--- config.mk ---
export PLATFORM = sky130hd
export DESIGN_NAME = rational_arith_unit
export DESIGN_NICKNAME = d
export VERILOG_FILES = /design/src/rtl/core/rau_pkg.sv /design/src/rtl/core/rational_arith_unit.sv /design/src/rtl/core/rau_divider.sv
export VERILOG_INCLUDE_DIRS = /design/src /design/src/rtl/core
export SDC_FILE = /design/constraint.sdc
export NUM_CORES = 2
export LEC_CHECK = 0
export BUFFER_PORTS_ARGS = -buffer_cell sky130_fd_sc_hd__buf_2
export CAP_MARGIN = 20
export CORE_MARGIN = 5
export CORE_UTILIZATION = 30
export CTS_BUF_LIST = sky130_fd_sc_hd__clkbuf_4 sky130_fd_sc_hd__clkbuf_8
export DETAILED_ROUTE_END_ITERATION = 16
export PLACE_DENSITY_LB_ADDON = 0.3
export REMOVE_ABC_BUFFERS = 1
export SLEW_MARGIN = 20
export SYNTH_ARGS = -nofsm -noshare
export SYNTH_HDL_FRONTEND = slang
export SYNTH_SLANG_ARGS = --single-unit
export TNS_END_PERCENT = 30
--- constraint.sdc ---
create_clock -name aclk -period 8.7 [get_ports aclk]
set_clock_uncertainty 0.1 [all_clocks]
set_input_delay 1.74 -clock aclk [delete_from_list [all_inputs] [get_ports aclk]]
set_output_delay 1.74 -clock aclk [all_outputs]
set_load 0.005 [all_outputs]
--- src/rtl/core/rational_arith_unit_defines.svh ---
// Assertion macros used by the rational arithmetic unit top level.
// No dependencies; included by modules that carry concurrent checks.
`ifndef RATIONAL_ARITH_UNIT_DEFINES_SVH
`define RATIONAL_ARITH_UNIT_DEFINES_SVH

// Implication checked on every clock edge outside reset.
`define RAU_ASSERT_IMP(lbl, clk, rstn, ante, cons) \
    lbl: assert property (@(posedge clk) disable iff (!rstn) (ante) |-> (cons)) \
        else $error("rau check failed");

// Next-cycle implication checked outside reset.
`define RAU_ASSERT_NXT(lbl, clk, rstn, ante, cons) \
    lbl: assert property (@(posedge clk) disable iff (!rstn) (ante) |=> (cons)) \
        else $error("rau check failed");

`endif

--- src/rtl/core/rau_pkg.sv ---
// Package for the rational arithmetic unit: widths, opcodes, sequencer states, divider control.
// No dependencies.
`default_nettype none
package rau_pkg;
    localparam int OPERAND_WIDTH = 16;
    localparam int PROD_W = 2 * OPERAND_WIDTH;
    localparam int MAG_W  = PROD_W + 1;
    localparam int CNT_W  = $clog2(MAG_W + 1);
    localparam int RES_W  = 33;

    typedef enum logic [1:0] {
        OP_ADD = 2'd0,
        OP_SUB = 2'd1,
        OP_MUL = 2'd2,
        OP_DIV = 2'd3
    } op_t;

    typedef enum logic [3:0] {
        ST_IDLE,
        ST_MUL,
        ST_CROSS,
        ST_SUM,
        ST_GCD,
        ST_GCDW,
        ST_QN,
        ST_QNW,
        ST_QD,
        ST_QDW,
        ST_OUT
    } state_t;

    typedef struct packed {
        logic start;
        logic busy;
        logic done;
    } div_ctl_t;
endpackage
`default_nettype wire

--- src/rtl/core/rational_arith_unit.sv ---
// Top level of the rational arithmetic unit: sequencer, products, gcd, reduction.
// Depends on rau_pkg, rau_divider and rational_arith_unit_defines.svh.
//
//  channel | dir | tdata (low bit up)                          | tuser
//  s_      | in  | opcode, a_num, a_den, b_num, b_den (66->72b)| -
//  m_      | out | res_num, res_den (66 -> 72 bits)            | zero_gcd_error
//
// Sequence: three product states on the one shared multiplier, then each Euclid
// step runs the shared divider, a zero remainder check ends the loop, and each
// of the two final quotients runs the shared divider once more.
// When both raw values are zero the quotients are skipped; how many Euclid steps
// an item takes depends on its data.
// Reset clears the sequencer and output valid; s_tready is high only when idle.
// A held result stalls the sequencer in the output state until m_tready.
`default_nettype none
`include "rational_arith_unit_defines.svh"
module rational_arith_unit (
    input  wire         aclk,
    input  wire         aresetn,
    input  wire         s_tvalid,
    output logic        s_tready,
    input  wire  [71:0] s_tdata,   // opcode[1:0], a_num, a_den, b_num, b_den
    output logic        m_tvalid,
    input  wire         m_tready,
    output logic [71:0] m_tdata,   // res_num[32:0], res_den[65:33], zeros
    output logic [0:0]  m_tuser    // zero_gcd_error
);
    import rau_pkg::*;

    state_t state_reg, state_next;
    op_t    op_reg;
    logic signed [OPERAND_WIDTH-1:0] an_reg, ad_reg, bn_reg, bd_reg;
    // products held as signed 33-bit terms
    logic signed [MAG_W-1:0] p0_reg, p2_reg;
    logic        n_neg_reg, d_neg_reg;
    logic [MAG_W-1:0] n_mag_reg, d_mag_reg, x_reg, y_reg;
    logic        parity_reg, g_neg_reg;
    logic [RES_W-1:0] rn_reg, rd_reg;
    logic        err_reg;

    logic             div_start;
    logic [MAG_W-1:0] div_a, div_b, div_q, div_r;
    div_ctl_t         dctl;

    logic signed [OPERAND_WIDTH-1:0] mul_x, mul_y;
    logic signed [PROD_W-1:0] mprod;
    logic signed [MAG_W-1:0] prod, nsum, nv;
    logic [MAG_W-1:0] qmag;
    logic             qneg;

    rau_divider u_div (
        .aclk(aclk), .aresetn(aresetn), .start(div_start),
        .dividend(div_a), .divisor(div_b), .ctl(dctl),
        .quotient(div_q), .remainder(div_r)
    );

    // one shared multiplier: state picks the pair
    // first numerator term, then the cross term, then the denominator
    always_comb begin
        mul_x = an_reg; mul_y = bd_reg;
        case (state_reg)
            ST_MUL: begin
                mul_x = an_reg; mul_y = (op_reg == OP_MUL) ? bn_reg : bd_reg;
            end
            ST_CROSS: begin
                mul_x = ad_reg; mul_y = bn_reg;
            end
            ST_SUM: begin
                mul_x = ad_reg; mul_y = (op_reg == OP_DIV) ? bn_reg : bd_reg;
            end
            default: begin mul_x = an_reg; mul_y = bd_reg; end
        endcase
        mprod = mul_x * mul_y;
        prod  = MAG_W'(mprod);
        nv   = (op_reg == OP_ADD) ? p0_reg + p2_reg :
               (op_reg == OP_SUB) ? p0_reg - p2_reg : p0_reg;
        nsum = nv;
    end

    always_comb begin
        state_next = state_reg;
        case (state_reg)
            ST_IDLE:  if (s_tvalid) state_next = ST_MUL;
            ST_MUL:   state_next = ST_CROSS;
            ST_CROSS: state_next = ST_SUM;
            ST_SUM:   state_next = ST_GCD;
            ST_GCD:   state_next = (y_reg == '0) ? ST_QN : ST_GCDW;
            ST_GCDW:  if (dctl.done) state_next = ST_GCD;
            ST_QN:    state_next = (x_reg == '0) ? ST_OUT : ST_QNW;
            ST_QNW:   if (dctl.done) state_next = ST_QD;
            ST_QD:    state_next = ST_QDW;
            ST_QDW:   if (dctl.done) state_next = ST_OUT;
            ST_OUT:   if (m_tready) state_next = ST_IDLE;
            default:  state_next = ST_IDLE;
        endcase
    end

    always_comb begin
        div_start = 1'b0; div_a = x_reg; div_b = y_reg;
        case (state_reg)
            ST_GCD: div_start = (y_reg != '0);
            ST_QN:  begin div_start = (x_reg != '0); div_a = n_mag_reg; div_b = x_reg; end
            ST_QD:  begin div_start = 1'b1; div_a = d_mag_reg; div_b = x_reg; end
            default: div_start = 1'b0;
        endcase
    end

    assign qmag = div_q;
    assign qneg = (state_reg == ST_QNW) ? (n_neg_reg != g_neg_reg) : (d_neg_reg != g_neg_reg);

    always_ff @(posedge aclk) begin
        if (!aresetn) state_reg <= ST_IDLE;
        else          state_reg <= state_next;
        case (state_reg)
            ST_IDLE: if (s_tvalid) begin
                op_reg <= op_t'(s_tdata[1:0]);
                an_reg <= s_tdata[2 +: OPERAND_WIDTH];
                ad_reg <= s_tdata[18 +: OPERAND_WIDTH];
                bn_reg <= s_tdata[34 +: OPERAND_WIDTH];
                bd_reg <= s_tdata[50 +: OPERAND_WIDTH];
            end
            ST_MUL:   p0_reg <= prod;
            ST_CROSS: p2_reg <= prod;
            ST_SUM: begin
                n_neg_reg <= nsum[MAG_W-1];
                n_mag_reg <= nsum[MAG_W-1] ? -nsum : nsum;
                x_reg     <= nsum[MAG_W-1] ? -nsum : nsum;
                d_neg_reg <= prod[MAG_W-1];
                d_mag_reg <= prod[MAG_W-1] ? -prod : prod;
                y_reg     <= prod[MAG_W-1] ? -prod : prod;
                parity_reg <= 1'b0;
            end
            ST_GCDW: if (dctl.done) begin
                x_reg <= y_reg; y_reg <= div_r; parity_reg <= ~parity_reg;
            end
            ST_QN: begin
                g_neg_reg <= parity_reg ? d_neg_reg : n_neg_reg;
                err_reg <= (x_reg == '0);
                rn_reg <= '0; rd_reg <= '0;
            end
            ST_QNW: if (dctl.done) rn_reg <= RES_W'(qneg ? -qmag : qmag);
            ST_QDW: if (dctl.done) rd_reg <= RES_W'(qneg ? -qmag : qmag);
            default: ;
        endcase
    end

    assign s_tready = (state_reg == ST_IDLE);
    assign m_tvalid = (state_reg == ST_OUT);
    assign m_tdata  = {6'b0, rd_reg, rn_reg};
    assign m_tuser  = err_reg;

    `RAU_ASSERT_IMP(a_ready_idle, aclk, aresetn, s_tready, !m_tvalid)
    `RAU_ASSERT_NXT(a_hold_out, aclk, aresetn, m_tvalid && !m_tready, m_tvalid && $stable(m_tdata))
    `RAU_ASSERT_IMP(a_div_quiet, aclk, aresetn, dctl.busy, !dctl.start)
endmodule
`default_nettype wire

--- src/rtl/core/rau_divider.sv ---
// Restoring shift-subtract divider on unsigned magnitudes, one bit per cycle.
// Depends on rau_pkg.
`default_nettype none
module rau_divider (
    input  wire                      aclk,
    input  wire                      aresetn,
    input  wire                      start,
    input  wire [rau_pkg::MAG_W-1:0] dividend,
    input  wire [rau_pkg::MAG_W-1:0] divisor,
    output rau_pkg::div_ctl_t        ctl,
    output logic [rau_pkg::MAG_W-1:0] quotient,
    output logic [rau_pkg::MAG_W-1:0] remainder
);
    import rau_pkg::*;

    logic [MAG_W-1:0] q_reg, q_next, r_reg, r_next, d_reg, d_next;
    logic [CNT_W-1:0] cnt_reg, cnt_next;
    logic             busy_reg, busy_next, done_reg, done_next;
    logic [MAG_W:0]   trial;

    always_comb begin
        q_next = q_reg; r_next = r_reg; d_next = d_reg;
        cnt_next = cnt_reg; busy_next = busy_reg; done_next = 1'b0;
        trial = '0;
        if (start) begin
            q_next = dividend; r_next = '0; d_next = divisor;
            cnt_next = CNT_W'(MAG_W); busy_next = 1'b1;
        end else if (busy_reg) begin
            // shift in next dividend bit, subtract if it fits
            trial = {r_reg, q_reg[MAG_W-1]} - {1'b0, d_reg};
            if (!trial[MAG_W]) begin
                r_next = trial[MAG_W-1:0];
                q_next = {q_reg[MAG_W-2:0], 1'b1};
            end else begin
                r_next = {r_reg[MAG_W-2:0], q_reg[MAG_W-1]};
                q_next = {q_reg[MAG_W-2:0], 1'b0};
            end
            cnt_next = cnt_reg - 1'b1;
            if (cnt_reg == CNT_W'(1)) begin
                busy_next = 1'b0; done_next = 1'b1;
            end
        end
    end

    always_ff @(posedge aclk) begin
        if (!aresetn) begin
            busy_reg <= 1'b0; done_reg <= 1'b0; cnt_reg <= '0;
        end else begin
            busy_reg <= busy_next; done_reg <= done_next; cnt_reg <= cnt_next;
        end
        q_reg <= q_next; r_reg <= r_next; d_reg <= d_next;
    end

    assign ctl.start = start;
    assign ctl.busy  = busy_reg;
    assign ctl.done  = done_reg;
    assign quotient  = q_reg;
    assign remainder = r_reg;
endmodule
`default_nettype wire
Word-level counts from Yosys, hierarchy flattened:

Cells that the tools add are included.

* flip-flop bits (word level): 444
* input port bits: 76
* output and inout port bits: 75
* word-level logic and storage cells: 118

* add/subtract/negate cells: 7
* multipliers: 1
* eq/ne operators: 21
* muxes and demuxes: 41
* bitwise operators: 3
* reductions and logical operators: 19

Operators with widths (number)
* 33-bit two-way mux: 12
* 33-bit one-hot mux with 2 select lines: 5
* 33-bit zero test: 2
* 33-bit negation: 2
* 33-bit nonzero test: 2
* 16-bit two-way mux: 3
* 16-bit one-hot mux with 3 select lines: 1
* 4-bit one-hot mux with 11 select lines: 1
* 34-bit by 33-bit subtractor with 34-bit output: 1
* 32-bit by 32-bit adder with 33-bit output: 1
* 32-bit negation with 33-bit output: 1
* 32-bit by 32-bit subtractor with 33-bit output: 1
* 16-bit by 16-bit multiplier with 32-bit output: 1
* 4-bit two-way mux: 6
* 4-bit by 3-bit == test with 1-bit output, second input constant: 4
* 4-bit == test, second input constant: 3
* 6-bit two-way mux: 2
* 4-bit by 2-bit == test with 1-bit output, second input constant: 2
* 1-bit two-way mux: 8
* 2-bit by 1-bit inequality test with 1-bit output, second input constant: 4
* 2-bit AND reduction: 4
* 2-bit nonzero test: 4
* 6-bit by 1-bit == test with 1-bit output, second input constant: 1
* 2-bit OR reduction: 3
* 14 further kinds: 18

Logic depth before layout (Yosys ltp):

* depth after elaboration: 7
* gate-level depth with buffers: 35
* mapped depth without buffers: 31

Cells and area by module:

A second synthesis with hierarchy kept.

* cells, all modules: 3620
* area total of the unflattened synthesis: 36336.1 um^2

Modules (own cells, without submodules)
* rational_arith_unit: times used 1, cells an instance 3008, area each 30083.9 um^2, sequential area each 10079.7 um^2
* rau_divider: times used 1, cells an instance 612, area each 6252.2 um^2, sequential area each 2802.7 um^2

Worst setup path before layout:

Ideal clock, no wire load.

* path type: register -> register
* start: register state_reg[3]
* end: register y_reg[18], data pin
* setup time: 0.260 ns
* arrival time: 8.637 ns
* required time: 8.340 ns
* setup slack: -0.296 ns
* stages on the path, launching flop included: 34
* path buffers: 6
* period minus slack after synthesis: 8.996 ns
* cells stage by stage: dfxtp_1 > buf_2 > or2_2 > clkbuf_1 > nor2_1 > clkbuf_1 > buf_1 > mux2i_1 > nor2_1 > fa_1 > inv_1 > fa_1 > inv_1 > fa_1 > fa_1 > fa_1 > inv_1 > fa_1 > inv_1 > ha_1 > clkbuf_1 > and3_1 > nand2_1 > a21oi_1 > or3_1 > a31oi_1 > o211a_1 > o311ai_0 > a21oi_1 > xnor2_1 > clkbuf_1 > nor2_1 > xor2_1 > mux2_2

* longest elaborated chain between the ends: 7
* elaborated cells between the ends (all ways): 11
* classes of those cells: 1 x add/sub; 1 x mul; 4 x eq/ne; 4 x mux; 1 x reduce/logical

RTL lines
* from (decl): line rational_arith_unit.sv:30 `state_t state_reg, state_next;`
* from (signal assigned): line rational_arith_unit.sv:113 `else state_reg <= state_next;`
* 4-bit by 2-bit == test with 1-bit output, on equally long branches: line rational_arith_unit.sv:61, rational_arith_unit.sv:114
* 2-bit OR reduction (no source line)
* 16-bit two-way mux: line rational_arith_unit.sv:61 `case (state_reg)`
* 16-bit by 16-bit multiplier with 32-bit output: line rational_arith_unit.sv:73 `mprod = mul_x * mul_y;`
* 32-bit negation with 33-bit output: line rational_arith_unit.sv:130 `y_reg <= prod[MAG_W-1] ? -prod : prod;`
* 33-bit two-way mux: line rational_arith_unit.sv:130
* 33-bit one-hot mux with 2 select lines *: line rational_arith_unit.sv:114 `case (state_reg)`
* to (signal assigned): line rational_arith_unit.sv:130
* to (signal assigned): line rational_arith_unit.sv:134 `x_reg <= y_reg; y_reg <= div_r; parity_reg <= ~parity_reg;`
* to (decl): line rational_arith_unit.sv:36 `logic [MAG_W-1:0] n_mag_reg, d_mag_reg, x_reg, y_reg;`

Every way passes the cells marked *; elsewhere a longest branch is shown, timed or not.
A chain may end at the register's enable or synchronous reset.

Worst setup path in the final report:

* start: register op_reg[0]
* end: register y_reg[3], data pin

* longest elaborated chain between the ends: 7
* elaborated cells between the ends (all ways): 9
* classes of those cells: 1 x add/sub; 1 x mul; 2 x eq/ne; 5 x mux

RTL lines
* from (decl): line rational_arith_unit.sv:31 `op_t op_reg;`
* from (signal assigned): line rational_arith_unit.sv:116 `op_reg <= op_t'(s_tdata[1:0]);`
* 2-bit == test, on equally long branches: line rational_arith_unit.sv:69, rational_arith_unit.sv:63
* 16-bit two-way mux, on equally long branches: line rational_arith_unit.sv:69, rational_arith_unit.sv:63
* 16-bit one-hot mux with 3 select lines *: line rational_arith_unit.sv:61
* 16-bit by 16-bit multiplier with 32-bit output *: line rational_arith_unit.sv:73
* 32-bit negation with 33-bit output: line rational_arith_unit.sv:130
* 33-bit two-way mux *: line rational_arith_unit.sv:130
* 33-bit one-hot mux with 2 select lines *: line rational_arith_unit.sv:114

Marked as above.

==> impl_metrics.yaml <==
run_status:
  status: "finished clean"
layout:
  final_cell_mix: "441 x inv_1, 399 x edfxtp_1, 359 x nor2_1, 264 x fa_1, 244 x nand2_1"
  drive_above_1_share_pct: 16.5
  final_cells: 5274
  nets: 4210
  multi_input_comb_area_sq_mm: 0.0200
  seqCellArea_sq_mm: 0.0129
  syn_to_final_growth_pct: 15.1
  final_common_cell: "inv_1"
  fin_area_sq_mm: 0.0401
  n_fill_cell: 11800
routing:
  drc: 0
  wl_per_cell_microns: 19.2
  num_vias: 26100
  antenna_left: 0
  first_iter_violations: 1808
  first_pass_iters: 6
  wirelength_microns: 101000
  vias_per_cell: 4.95
placement:
  io_buffers: 138
  dpl-instance-area_sq_mm: 0.0383
  pre_cts_ws_ns: -0.0448
  gp_congestion: 0.907
  place_inst: 5119
  place_hpwl_microns: 78900
synth:
  ys.flop_type: "edfxtp_1"
  synth_area_sq_mm: 0.0349
  ys_async_sr_fraction_pct: 0
  synth_top_area_share_pct: 34.3
  syn_area_per_cell_sq_um: 10.2
  synth_area_leader_cell: "edfxtp_1"
  ys_seq_area_share_pct: 36.9
  synthTopCellsByArea: "edfxtp_1 34%, fa_1 15%, ha_1 6.6%"
  synth-seq-cells: 444
  netlist_instances: 3435
  ys_types: 90
  synth_edf_count: 399
  ys_warn_count: 0
floorplanning:
  rows: 125
  core_sq_mm: 0.116
  die_area_sq_mm: 0.123
  die_height_microns: 351
  die_width_microns: 351
  initial_core_util_pct: 30.1
  ios: 151
timing:
  worstMarginPinSlew_ns: 1.21
  slew_headroom_pct: 18.4
  max_freq_ghz: 0.121
  period_needed_ns: 8.30
  slew_violations: 0
  timing.final.crit_share_pct: 95.4
  final_hold_viol_count: 0
  timing.final.ws_setup_ns: 0.403
  final-setup-viol-count: 0
worst_setup_path:
  endpoint_kind: "flip-flop"
  crit_family: "adder cells"
  crit_cells: 34
  rr_worst_depth: 34
  cp.required_ns: 9.04
  cp_common_cell: "fa_1"
  path_max_fanout: 9
  slowest_delay_ns: 0.54
  start_kind: "flip-flop"
  crit_type: "flip-flop to flip-flop"
  critPathBufInv: 10
  cp_slowest_cell: "fa_1"
  cp.arrival_ns: 8.64
clock_network:
  cts_max_level: 3
  cts_buffer_depth: 3
  worstSkewPairLatency_ns: 0.71
  holdBufCountCts: 0
  path_clk_slew_ns: 0.06
  cts-root-buf: "clkbuf_8"
  cts_buffers: 80
  cts_tree: "done"
  cts.sinks: 444
global_routing:
  grt_usage_pct: 16.3
  first_global_vias: 26200
  grt_pass1_wl_microns: 157000
  grt_overflow: 0
  grt_max_degree: 72
  grt_antenna_before_repair: 4
worst_hold_path:
  hold_class: "flip-flop to flip-flop"
  hold_depth: 2
run:
  maxCapViolCount: 0
cells in the mapped netlist (24+ instances only):
cell type,n
xor2_1,66
o21ai_0,152
nor2_1,366
clkbuf_1,103
mux2_2,120
xnor2_1,103
nand2b_1,38
o31ai_1,32
a31oi_1,24
nor2b_1,32
fa_1,265
o21a_1,24
a211oi_1,24
nor3_1,57
a21o_1,39
nand2_1,245
mux2i_1,68
ha_1,184
a21oi_1,214
a22o_1,32
nor4_1,27
nand3_1,37
inv_1,442
edfxtp_1,399
dfxtp_1,45
worst register-to-register path: cells and delay by family, from the launching register on:
family	cells	cell delay, ns
multiplexers	2	0.56
AND/OR/NAND/NOR	7	0.82
AO/OA/AOI/OAI	6	1.11
flip-flops	1	0.43
buffers and inverters	10	1.20
adder cells (fa/ha/maj)	7	3.29
XOR/XNOR	2	0.53
repair_timing:
action                                 in CTS  in global routing
gates cloned                                0                  1
buffers inserted                            0                  7
setup endpoints to repair                   3                 58
endpoints found under the hold margin       0                  0
pin swaps                                   0                  5
resized for setup                           1                 31
logic make-up (layout without fill, tap and decap cells):
| group | after synthesis | after routing | share of synthesized area, % |
|---|---|---|---|
| DFF | 444 | 444 | 36.9 |
| and+or+nand+nor | 924 | 924 | 12.2 |
| muxes | 189 | 189 | 5.87 |
| xor gates and xnor gates | 169 | 169 | 4.24 |
| AOI/OAI and AO/OA | 679 | 679 | 12.5 |
| buffers and inverters | 580 | 888 | 6.38 |
| adders and majority gates | 449 | 449 | 21.8 |
| other | 1 | 8 | 0.0108 |
layer usage:
metal  track usage [%]  share of wire, %  vias to the layer above
met2              27.1                46                      768
met1              22.4                46                    12800
met4              4.25               2.5                        2
met5                 0             0.013                        -
li1                  -                 -                    12400
met3              2.36               5.1                      148
metrics by stage:
| stage | hold WS (ns) | TNS, ns | utilization (%) |
|---|---|---|---|
| 2_1_floorplan | 0.369 | -126.93 | - |
| 3_3_place_gp | 0.383 | 0 | 33.0 |
| 3_5_place_dp | 0.390 | -0.0515 | 33.0 |
| 4_1_cts | 0.397 | 0 | 34.4 |
| 5_1_grt | 0.419 | -0.000631 | 34.6 |
| 6_report | 0.394 | 0 | 34.6 |
path summary, 6_finish.rpt:
path                    start          endpoint  slack [ns]
max reg2reg         op_reg[0]          y_reg[3]        0.40
min reg2reg  u_div.cnt_reg[1]  u_div.cnt_reg[1]        0.39
min          u_div.cnt_reg[1]  u_div.cnt_reg[1]        0.39
max                 op_reg[0]          y_reg[3]        0.40
layout make-up:
class                   count  share of cell area [%]
clock buffers             113                    3.53
multi-input cells        2417                    49.9
diodes                      1                 0.00623
flip-flops and latches    444                    32.1
inverters                 445                    4.16
well taps                1524                    4.75
clock inverters            33                   0.570
repair buffers            297                    5.01
Power is not shown: default switching activity piles up to over one toggle a cycle in this logic, so the estimate is an artifact.
